$ cat src/rtl/wara_pkg.sv
`timescale 1ns / 1ps

package wara_pkg;

   localparam int IdBitsDefault = 32;
   localparam int IdW           = 32;
   localparam int IdxW          = 5;
   localparam int SeedW         = 32;
   localparam int CsrDataW      = 32;
   localparam int CsrIndexW     = 2;

   localparam logic [SeedW-1:0] LcgMul = 32'd1103515245;
   localparam logic [SeedW-1:0] LcgAdd = 32'd12345;

   localparam int LcgBit = 16;

   typedef enum logic [CsrIndexW-1:0] {
      CSR_OWN_ID      = 2'd0,
      CSR_SEED_START  = 2'd1,
      CSR_FALLBACK    = 2'd2
   } csr_reg_type;

   typedef enum logic [1:0] {
      SLOT_ID   = 2'd0,
      SLOT_TIE  = 2'd1,
      SLOT_NONE = 2'd2
   } slot_type;

   typedef struct packed {
      logic func;
      logic sample_c;
      logic sample_b;
      logic sample_a;
   } req_item_type;

   typedef struct packed {
      logic     master;
      logic     finished;
      slot_type next_slot;
      logic     drive_low;
   } rsp_item_type;

endpackage

$ cat src/rtl/wara_in_stage.sv
`timescale 1ns / 1ps

module wara_in_stage
   import wara_pkg::*;
(
   input  logic         clock,
   input  logic         reset,
   input  logic         req_tvalid,
   output logic         req_tready,
   input  req_item_type req_item,
   input  logic         out_ready,
   output logic         item_valid,
   output req_item_type item
);

   logic         valid_ff;
   logic         valid_in;
   req_item_type item_ff;
   logic         advance;

   assign advance    = valid_ff && out_ready;
   assign req_tready = !valid_ff || advance;
   assign item_valid = valid_ff;
   assign item       = item_ff;

   always_comb begin
      valid_in = valid_ff;
      if (req_tready) begin
         valid_in = req_tvalid;
      end
   end

   always_ff @(posedge clock) begin
      if (reset) begin
         valid_ff <= 1'b0;
      end else begin
         valid_ff <= valid_in;
      end
   end

   always_ff @(posedge clock) begin
      if (req_tvalid && req_tready) begin
         item_ff <= req_item;
      end
   end

endmodule

$ cat src/rtl/wara_core.sv
`timescale 1ns / 1ps

module wara_core
   import wara_pkg::*;
#(
   parameter int ID_BITS = IdBitsDefault
)
(
   input  logic                 clock,
   input  logic                 reset,
   input  logic                 csr_we,
   input  logic [CsrIndexW-1:0] csr_index,
   input  logic [CsrDataW-1:0]  csr_wdata,
   input  logic                 step,
   input  req_item_type         item,
   output rsp_item_type         result
);

   localparam int PosW = $clog2(ID_BITS + 1);

   logic [IdW-1:0]   own_id_ff;
   logic             fallback_ff;
   logic [SeedW-1:0] seed_ff;
   logic [SeedW-1:0] seed_in;
   logic [PosW-1:0]  pos_ff;
   logic [PosW-1:0]  pos_in;
   logic             known_ff;
   logic             known_in;
   logic             master_ff;
   logic             master_in;
   logic             tie_slot_ff;
   logic             tie_slot_in;
   logic             tie_bit_ff;
   logic             tie_bit_in;

   logic [SeedW-1:0] lcg_next;
   logic [PosW-1:0]  pos_inc;
   logic             line_low;
   logic             mine_bit;
   logic             emit_bit;
   logic [IdxW-1:0]  mine_sh;
   logic [IdxW-1:0]  emit_sh;

   assign lcg_next = seed_ff * LcgMul + LcgAdd;
   assign pos_inc  = pos_ff + PosW'(1);
   assign line_low = (!item.sample_a && !item.sample_b) ||
                     (!item.sample_a && !item.sample_c) ||
                     (!item.sample_b && !item.sample_c);

   always_comb begin
      mine_sh  = IdxW'(ID_BITS - 1) - IdxW'(pos_ff);
      mine_bit = 1'b1;
      if (pos_ff < PosW'(ID_BITS)) begin
         mine_bit = own_id_ff[mine_sh];
      end
   end

   always_comb begin
      pos_in      = pos_ff;
      known_in    = known_ff;
      master_in   = master_ff;
      tie_slot_in = tie_slot_ff;
      tie_bit_in  = tie_bit_ff;
      seed_in     = seed_ff;
      if (!item.func) begin
         pos_in      = '0;
         known_in    = 1'b0;
         master_in   = 1'b0;
         tie_slot_in = 1'b0;
      end else if (known_ff) begin
         known_in = 1'b1;
      end else if (tie_slot_ff) begin
         if (tie_bit_ff && !item.sample_a) begin
            master_in = 1'b1;
         end else if (!tie_bit_ff && item.sample_a) begin
            master_in = 1'b0;
         end else begin
            master_in = fallback_ff;
         end
         known_in    = 1'b1;
         tie_slot_in = 1'b0;
      end else if (mine_bit && line_low) begin
         master_in = 1'b1;
         known_in  = 1'b1;
      end else begin
         pos_in = pos_inc;
         if (pos_inc == PosW'(ID_BITS)) begin
            seed_in     = lcg_next;
            tie_bit_in  = lcg_next[LcgBit];
            tie_slot_in = 1'b1;
         end
      end
   end

   always_comb begin
      emit_sh  = IdxW'(ID_BITS - 1) - IdxW'(pos_in);
      emit_bit = 1'b1;
      if (pos_in < PosW'(ID_BITS)) begin
         emit_bit = own_id_ff[emit_sh];
      end
   end

   always_comb begin
      if (known_in) begin
         result.drive_low = 1'b0;
         result.next_slot = SLOT_NONE;
         result.finished  = 1'b1;
         result.master    = master_in;
      end else if (tie_slot_in) begin
         result.drive_low = !tie_bit_in;
         result.next_slot = SLOT_TIE;
         result.finished  = 1'b0;
         result.master    = 1'b0;
      end else begin
         result.drive_low = !emit_bit;
         result.next_slot = SLOT_ID;
         result.finished  = 1'b0;
         result.master    = 1'b0;
      end
   end

   always_ff @(posedge clock) begin
      if (reset) begin
         own_id_ff   <= '0;
         fallback_ff <= 1'b0;
         seed_ff     <= '0;
         pos_ff      <= '0;
         known_ff    <= 1'b0;
         master_ff   <= 1'b0;
         tie_slot_ff <= 1'b0;
         tie_bit_ff  <= 1'b0;
      end else begin
         if (csr_we) begin
            unique case (csr_index)
               CSR_OWN_ID: begin
                  own_id_ff <= csr_wdata;
               end
               CSR_SEED_START: begin
                  seed_ff <= csr_wdata;
               end
               CSR_FALLBACK: begin
                  fallback_ff <= csr_wdata[0];
               end
               default: begin
               end
            endcase
         end
         if (step) begin
            pos_ff      <= pos_in;
            known_ff    <= known_in;
            master_ff   <= master_in;
            tie_slot_ff <= tie_slot_in;
            tie_bit_ff  <= tie_bit_in;
            seed_ff     <= seed_in;
         end
      end
   end

   a_known_excludes_tie: assert property (@(posedge clock) disable iff (reset)
      !(known_ff && tie_slot_ff))
      else $error("Role decided while a tie-breaker slot is still pending.");

   a_pos_in_range: assert property (@(posedge clock) disable iff (reset)
      (pos_ff <= PosW'(ID_BITS)) && (!tie_slot_ff || pos_ff == PosW'(ID_BITS)))
      else $error("Bit position out of step with the arbitration phase.");

   a_start_clears: assert property (@(posedge clock) disable iff (reset)
      (step && !item.func) |=> (!known_ff && !tie_slot_ff && pos_ff == '0))
      else $error("Start transaction did not clear the arbitration state.");

endmodule

$ cat src/rtl/wara_out_stage.sv
`timescale 1ns / 1ps

module wara_out_stage
   import wara_pkg::*;
(
   input  logic         clock,
   input  logic         reset,
   input  logic         load,
   input  rsp_item_type result,
   output logic         out_ready,
   output logic         rsp_tvalid,
   input  logic         rsp_tready,
   output rsp_item_type rsp_item
);

   logic         valid_ff;
   logic         valid_in;
   rsp_item_type item_ff;

   assign out_ready  = !valid_ff || rsp_tready;
   assign rsp_tvalid = valid_ff;
   assign rsp_item   = item_ff;

   always_comb begin
      valid_in = valid_ff;
      if (out_ready) begin
         valid_in = load;
      end
   end

   always_ff @(posedge clock) begin
      if (reset) begin
         valid_ff <= 1'b0;
      end else begin
         valid_ff <= valid_in;
      end
   end

   always_ff @(posedge clock) begin
      if (load && out_ready) begin
         item_ff <= result;
      end
   end

endmodule

$ cat src/rtl/wired_and_role_arbiter.sv
`timescale 1ns / 1ps

// Wired-AND role arbiter: each slot transaction (tuser high) carries three line samples and
// returns the drive level and kind of the next slot; a start transaction (tuser low) restarts
// arbitration. The identifier goes out MSB first, then one tie-breaker slot drawn from a
// 32-bit linear congruential generator, else the fallback register decides. One transaction
// is accepted every cycle unless the response side stalls; each passes the input register, a
// single step of decision logic and the generator multiply, and the result register. The
// user must write configuration only while no transaction is in flight; not enforced here.
module wired_and_role_arbiter
   import wara_pkg::*;
#(
   parameter int ID_BITS = IdBitsDefault
)
(
   input  logic                 clock,
   input  logic                 reset,
   input  logic                 req_tvalid,
   output logic                 req_tready,
   input  logic [7:0]           req_tdata,   // sample_a, sample_b, sample_c, zero fill
   input  logic                 req_tuser,   // func
   output logic                 rsp_tvalid,
   input  logic                 rsp_tready,
   output logic [7:0]           rsp_tdata,   // drive_low, next_slot[1:0], finished, master, zero fill
   input  logic                 csr_we,
   input  logic [CsrIndexW-1:0] csr_index,
   input  logic [CsrDataW-1:0]  csr_wdata
);

   req_item_type req_item;
   req_item_type item;
   rsp_item_type result;
   rsp_item_type rsp_item;
   logic         item_valid;
   logic         out_ready;
   logic         step;

   assign req_item.func     = req_tuser;
   assign req_item.sample_a = req_tdata[0];
   assign req_item.sample_b = req_tdata[1];
   assign req_item.sample_c = req_tdata[2];

   assign step = item_valid && out_ready;

   assign rsp_tdata = {3'b000, rsp_item.master, rsp_item.finished,
                       rsp_item.next_slot, rsp_item.drive_low};

   wara_in_stage u_in_stage (
      .clock      (clock),
      .reset      (reset),
      .req_tvalid (req_tvalid),
      .req_tready (req_tready),
      .req_item   (req_item),
      .out_ready  (out_ready),
      .item_valid (item_valid),
      .item       (item)
   );

   wara_core #(
      .ID_BITS (ID_BITS)
   ) u_core (
      .clock     (clock),
      .reset     (reset),
      .csr_we    (csr_we),
      .csr_index (csr_index),
      .csr_wdata (csr_wdata),
      .step      (step),
      .item      (item),
      .result    (result)
   );

   wara_out_stage u_out_stage (
      .clock      (clock),
      .reset      (reset),
      .load       (step),
      .result     (result),
      .out_ready  (out_ready),
      .rsp_tvalid (rsp_tvalid),
      .rsp_tready (rsp_tready),
      .rsp_item   (rsp_item)
   );

endmodule
$ cat config.mk
export PLATFORM = sky130hd
export DESIGN_NAME = wired_and_role_arbiter
export DESIGN_NICKNAME = d
export VERILOG_FILES = /design/src/rtl/wara_pkg.sv /design/src/rtl/wara_in_stage.sv /design/src/rtl/wara_core.sv /design/src/rtl/wara_out_stage.sv /design/src/rtl/wired_and_role_arbiter.sv
export SDC_FILE = /design/constraint.sdc
export NUM_CORES = 1
export LEC_CHECK = 0
export BUFFER_PORTS_ARGS = -buffer_cell sky130_fd_sc_hd__clkbuf_2
export CORE_MARGIN = 2
export CORE_UTILIZATION = 55
export CTS_BUF_LIST = sky130_fd_sc_hd__clkbuf_4 sky130_fd_sc_hd__clkbuf_8 sky130_fd_sc_hd__clkbuf_16
export DETAILED_ROUTE_END_ITERATION = 8
export PLACE_DENSITY = 0.75
export SLEW_MARGIN = 20
export SYNTH_ARGS = -nofsm -noshare
export SYNTH_HDL_FRONTEND = slang
export SYNTH_SLANG_ARGS = --single-unit
$ cat constraint.sdc
create_clock -name clock -period 9.45 [get_ports clock]
set_input_delay 0.4725 -clock clock [delete_from_list [all_inputs] [get_ports clock]]
set_output_delay 0.4725 -clock clock [all_outputs]
set_load 0.05 [all_outputs]
==> flow_metrics.tcl, run 1 <==
set metrics [dict create \
    status "complete, no violations" \
    maxSlewHeadroom 0.284 \
    setup_ws_ps 3390 \
    synth_top_family_by_area "adder cells" \
    setup_viol 0 \
    drt-total-wl_um 14700 \
    worstMarginPinSlew_ps 1070 \
    power_frac_comb 0.361 \
    clock-skew-final_ps 7.64 \
    clock_path_buffers 2 \
    viasPerCell 5.46 \
    dp_hpwl_um 11700 \
    grt_pass1_wl_um 24100 \
    grt_pass1_vias 5131 \
    synth-edff-count 8 \
    period_share 0.642 \
    pwr_density_cell_nw_per_um2 145 \
    num_vias 5122 \
    worst_ep_required_time_ps 9500 \
    worstPathArrival_ps 6110 \
    clkSinkCount 70 \
    fp.dieW_um 114 \
    p_int_uw 677 \
    portBuffers 49 \
    antenna_found_initial 0 \
    postCtsSetupRepairBufs 0 \
    drt_iter0_drc 407 \
    place_congestion 0.910 \
    final-max-slew-violation-count 0 \
    initial_core_util 0.557 \
    path_max_fanout 9 \
    cts_root_buf "clkbuf_16" \
    yosysSeqAreaShare 0.224 \
    leakagePower_nw 3.35 \
    fmax_ghz 0.165 \
    regArea_um2 1480 \
    multi_input_area_um2 4380 \
    core_area_um2 11900 \
    die_y_um 114 \
    period_needed_ps 6060 \
    ant_nets 0 \
    synth-xor-area-share 0.0424 \
    htree_num_levels 3 \
    clk_pin_slew_ps 60 \
    p_sw_uw 358 \
    place_ws_ps 3410 \
    synth_fa_ha_area_frac 0.305 \
    fin_setup_tns_ps 0 \
    syn_avg_cell_area_um2 8.71 \
    vdd.ir_drop.worst_uv 101 \
    maxCapViolCount 0 \
    ios 58 \
    rrSetupSlack_ps 3390 \
    syn_area_um2 6600 \
    drive_above_1_share 0.109 \
    ys.warnings.count 0 \
    antennaDiodeCount 0 \
    synth_cell_types 65 \
    routedWlPerCell_um 15.6 \
    clk_latency_ps 330 \
    synth_compound_area_frac 0.118 \
    nFillCells 999 \
    synthArstFlopShare 0 \
    rows 40 \
    post_cts_resized 0 \
    gr-total-overflow 0 \
    synth-main-ff-cell "dfxtp_1" \
    critPathLaunchType "flop" \
    yosys.area_share.simple 0.126 \
    seq_power_share 0.313 \
    dieArea_um2 12900 \
    globalRouteTotalUtil 0.234 \
    nets 966 \
    syn_inst 758 \
    hold_viol 0 \
    synth_mux_area_frac 0.0690 \
    grt_max_degree 63 \
    ys_ff_latch 70 \
    cts_hold_buf 0 \
    drt_pass1_iterations 5 \
    hp-class "primary input to flop" \
    drc 0 \
    syn2layout_area_growth_pct 8.37 \
    clockPowerShare 0.326 \
    rsz0062_at_grt "no" \
    cp-end-kind "flop" \
    cts_tree "built" \
    path_class "flop to flop" \
    p_sw_frac 0.346 \
    cts_buffers 9 \
]
-- sequential cells by signal (all words and copies together) (netlist names) --
| register | flops |
|---|---|
| u_core.own_id_ff | 32 |
| u_core.seed_ff | 17 |
| u_core.pos_ff | 6 |
| u_in_stage.item | 4 |
| u_out_stage.rsp_item | 4 |
| u_core.fallback_ff | 1 |
| u_core.known_ff | 1 |
| u_core.master_ff | 1 |
| u_core.tie_bit_ff | 1 |
| u_core.tie_slot_ff | 1 |
| u_in_stage.item_valid | 1 |
| u_out_stage.rsp_tvalid | 1 |
-- worst max-delay path, stage by stage (launching register included) --
cell	delay, ps
dfxtp_1	580
inv_1	90
ha_1	370
inv_1	180
ha_1	170
inv_1	50
fa_1	440
fa_1	520
inv_1	50
ha_1	270
inv_1	50
fa_1	470
inv_1	50
fa_1	520
inv_1	50
fa_1	520
inv_1	40
ha_1	350
a21o_1	200
a31oi_1	200
o21ai_0	160
xnor2_1	200
nand2_1	110
nand3_1	120
-- power by group through the flow --
stage | clock [mW] | sequential [mW] | combinational, mW
after floorplan | 0 | 0.328 | 0.295
after CTS | 0.343 | 0.324 | 0.379
after global routing | 0.354 | 0.326 | 0.432
final | 0.337 | 0.325 | 0.374
after detailed placement | 0 | 0.331 | 0.377
after global placement | 0 | 0.330 | 0.358
-- cell usage after synthesis (5+ instances only) --
| master | instances | area share |
|---|---|---|
| nor2_1 | 30 | 0.017 |
| ha_1 | 86 | 0.16 |
| nor3_1 | 8 | 0.0061 |
| buf_4 | 5 | 0.0057 |
| fa_1 | 46 | 0.14 |
| nand2_1 | 96 | 0.055 |
| o21ai_0 | 9 | 0.0068 |
| nand3_1 | 7 | 0.0053 |
| a21oi_1 | 60 | 0.045 |
| mux2i_1 | 32 | 0.049 |
| a211oi_1 | 15 | 0.017 |
| buf_6 | 5 | 0.0085 |
| clkbuf_1 | 22 | 0.013 |
| xnor2_1 | 28 | 0.037 |
| inv_1 | 145 | 0.082 |
| edfxtp_1 | 8 | 0.036 |
| nor2b_1 | 10 | 0.0095 |
| o21bai_1 | 5 | 0.0057 |
| dfxtp_1 | 62 | 0.19 |
-- logic make-up (layout without fill, tap and decap cells) --
family,count (synthesis),count (layout)
XOR/XNOR,32,32
other,1,3
buffers and inverters,182,213
flip-flops,70,70
AND/OR/NAND/NOR,180,180
multiplexers,39,39
AO/OA/AOI/OAI,120,120
adder cells (fa/ha/maj),134,134
-- placed cells by master, fill, tap and decap left out, types with 5 or more instances in the layout --
cell type	n
inv_1	145
nand2_1	96
ha_1	86
dfxtp_1	62
a21oi_1	60
clkbuf_2	49
fa_1	46
mux2i_1	32
nor2_1	30
xnor2_1	28
a211oi_1	15
nor2b_1	10
o21ai_0	9
clkbuf_16	9
nor3_1	8
edfxtp_1	8
nand3_1	7
o21bai_1	5
-- worst paths after layout --
| check | endpoint | depth (start not counted) | start |
|---|---|---|---|
| max | u_out_stage.rsp_item[0]$_SDFFCE_PP0P_ | 23 | u_core.seed_ff[0]$_SDFFE_PP0P_ |
| min | u_in_stage.item[1]$_DFFE_PP_ | 1 | req_tdata[1] |
| max reg2reg | u_out_stage.rsp_item[0]$_SDFFCE_PP0P_ | 23 | u_core.seed_ff[0]$_SDFFE_PP0P_ |
| min reg2reg | u_core.own_id_ff[11]$_SDFFE_PP0P_ | 2 | u_core.own_id_ff[11]$_SDFFE_PP0P_ |
-- routing by layer --
layer / global-route usage / vias to the layer above / routed length (um)
met5: 0 / - / 0
met4: 0.0480 / 0 / 148
met3: 0.0489 / 12 / 841
met2: 0.388 / 136 / 6880
met1: 0.319 / 2457 / 6800
li1: - / 2517 / -
-- cell type report --
class / instances / area share
Inverter: 145 / 0.0760
Clock inverter: 5 / 0.00822
Multi-Input combinational cell: 508 / 0.612
Timing Repair Buffer: 52 / 0.0374
Clock buffer: 11 / 0.0336
Sequential cell: 70 / 0.207
Tap cell: 147 / 0.0257
-- metrics by stage --
| stage | utilization | cell area [um^2] | power, mW | std cells | hold WS (ps) |
|---|---|---|---|---|---|
| after floorplan | - | 6610 | 0.623 | 760 | 444 |
| after global placement | 0.578 | 6860 | 0.688 | 922 | 457 |
| after detailed placement | 0.578 | 6860 | 0.708 | 922 | 466 |
| after CTS | 0.603 | 7160 | 1.05 | 938 | 309 |
| after global routing | 0.603 | 7160 | 1.11 | 938 | 307 |
| final | 0.603 | 7160 | 1.04 | 938 | 320 |
Note: power is estimated with default switching activity, not from simulation.
==> inputs of run 2 (changes only) <==
PLACE_DENSITY = 0.78   (was 0.75)
clock period = 5.52 ns   (was 9.45 ns; I/O delays follow)
==> run 2 against run 1 <==
Compared with the run above: first-iteration DRC count down 17%; global-route usage up 0.91 points; clock-buffer cell count up 1; combinational power up 110%; cell area up 6.4%; sequential share of layout area down 1.1 points; via count up 2.1%; critical path type unchanged; largest cell class unchanged.
==> flow_metrics.tcl, run 2 (synthesis results as in run 1) <==
set metrics [dict create \
    status "complete, no violations" \
    worst_ep_required_time_ps 5590 \
    initial_core_util 0.557 \
    antenna_found_initial 0 \
    max_stage_delay_ps 530 \
    nets 993 \
    place_congestion 0.899 \
    rrSetupSlack_ps 80 \
    setup_ws_ps 80.3 \
    crit_chain "buf_6, ha_4, fa_1, inv_1, fa_1, fa_1, inv_2, ha_4, inv_2, fa_1, inv_2, fa_1, inv_2, fa_1, inv_2, ha_4, a21o_1, a31oi_4, o21ai_2, xnor2_2, nand2_1, nand3_1" \
    rows 40 \
    drive_above_1_share 0.189 \
    drc 0 \
    cp-end-kind "flop" \
    final_area_um2 7620 \
    num_vias 5229 \
    antennaDiodeCount 0 \
    cts_buffers 9 \
    critPathLaunchType "flop" \
    path_max_fanout 3 \
    portBuffers 49 \
    path_class "flop to flop" \
    hold_viol 0 \
    grt_pass1_vias 5256 \
    largest_reg_flops 32 \
    worstMarginPinSlew_ps 1100 \
    period_needed_ps 5440 \
    maxCapViolCount 0 \
    cts_root_buf "clkbuf_16" \
    routedWlPerCell_um 15.6 \
    fmax_ghz 0.184 \
    dp_hpwl_um 11700 \
    max_flop_register "u_core.own_id_ff" \
    drt-total-wl_um 15000 \
    vdd.ir_drop.worst_uv 137 \
    clkSinkCount 70 \
    htree_num_levels 3 \
    die_y_um 114 \
    mostFrequentLayoutCell "inv_1" \
    leakagePower_nw 3.48 \
    grt_max_degree 63 \
    rsz0062_at_grt "yes" \
    drt_iter0_drc 339 \
    gr-total-overflow 0 \
    clock_path_buffers 2 \
    syn2layout_area_growth_pct 15.3 \
    setup_viol 0 \
    regArea_um2 1490 \
    cts_tree "built" \
    pwr_density_cell_nw_per_um2 251 \
    final-max-slew-violation-count 0 \
    multi_input_area_um2 4610 \
    drt_pass1_iterations 5 \
    cp_common_cell "fa_1" \
    final_cell_mix "inv_1, nand2_1, ha_1" \
    worstPathArrival_ps 5510 \
    slowest_stage "fa_1" \
    reg.largest.list "u_core.own_id_ff: 32 flops, u_core.seed_ff: 17 flops, u_core.pos_ff: 6 flops" \
    dieArea_um2 12900 \
    viasPerCell 5.42 \
    clk_latency_ps 340 \
    fin_util 0.642 \
    ios 58 \
    place_area_um2 7060 \
    maxSlewHeadroom 0.266 \
    grt_pass1_wl_um 24900 \
    nFillCells 981 \
    globalRouteTotalUtil 0.243 \
    fp.dieW_um 114 \
    place_ws_ps -205 \
    core_area_um2 11900 \
    clock-skew-final_ps 8.74 \
    hp-class "primary input to flop" \
    period_share 0.985 \
    clk_pin_slew_ps 60 \
    ant_nets 0 \
]
## run 2: cell types whose count changed in the layout (fill, tap and decap cells not counted), sizes merged
cell	delta
buf	+27
clkinvlp	-2
inv	+1
bufinv	-1
clkbuf	+1
clkinv	+1
## run 2: path summary, 6_finish.rpt
kind / from / end / cells past startpoint
worst max-delay path: u_core.seed_ff[7]$_SDFFE_PP0P_ / u_out_stage.rsp_item[0]$_SDFFCE_PP0P_ / 22
worst min-delay path: req_tdata[1] / u_in_stage.item[1]$_DFFE_PP_ / 1
worst max register to register: u_core.seed_ff[7]$_SDFFE_PP0P_ / u_out_stage.rsp_item[0]$_SDFFCE_PP0P_ / 22
worst min register to register: u_core.own_id_ff[26]$_SDFFE_PP0P_ / u_core.own_id_ff[26]$_SDFFE_PP0P_ / 2
## run 2: cell type report
class                      instances  share of cell area
multi-input combinational        508               0.605
inverter                         145              0.0715
timing repair buffer              79              0.0627
clock buffer                      12              0.0356
tap                              147              0.0241
clock inverter                     4             0.00460
sequential                        70               0.196
## run 2: repair_timing
item	CTS	global route
resized for setup	15	35
setup endpoints to repair	5	7
pin swaps	9	27
buffers inserted	0	2
hold buffers	0	0
## run 2: metal layers
layer	GRT usage	vias up	part of all wire
li1	-	2571	-
met1	0.344	2456	0.46
met2	0.386	176	0.46
met3	0.0393	26	0.064
met4	0.0732	0	0.017
met5	0	-	0
## run 2: power breakdown
part | leakage, nW | total [mW] | switching (mW) | internal (mW)
logic | 2.75 | 0.778 | 0.442 | 0.337
clock network | 0.152 | 0.582 | 0.228 | 0.353
registers | 0.581 | 0.551 | 0.0178 | 0.533
## run 2: critical path, delay by kind of cell (launching register included)
family / cells / cell delay [ps]
buffers and inverters: 7 / 380
adders and majority gates: 9 / 3630
DFF: 1 / 360
and+or+nand+nor: 2 / 150
AOI/OAI and AO/OA: 3 / 500
xor gates and xnor gates: 1 / 160
## run 2: stage by stage
stage	power [mW]	hold WS (ps)	instances	setup TNS, ps
after floorplan	1.08	375	760	0
after global placement	1.21	455	947	-170
after detailed placement	1.25	457	947	-802
after CTS	1.85	111	963	0
after global routing	2.04	103	965	-128
final	1.91	110	965	0
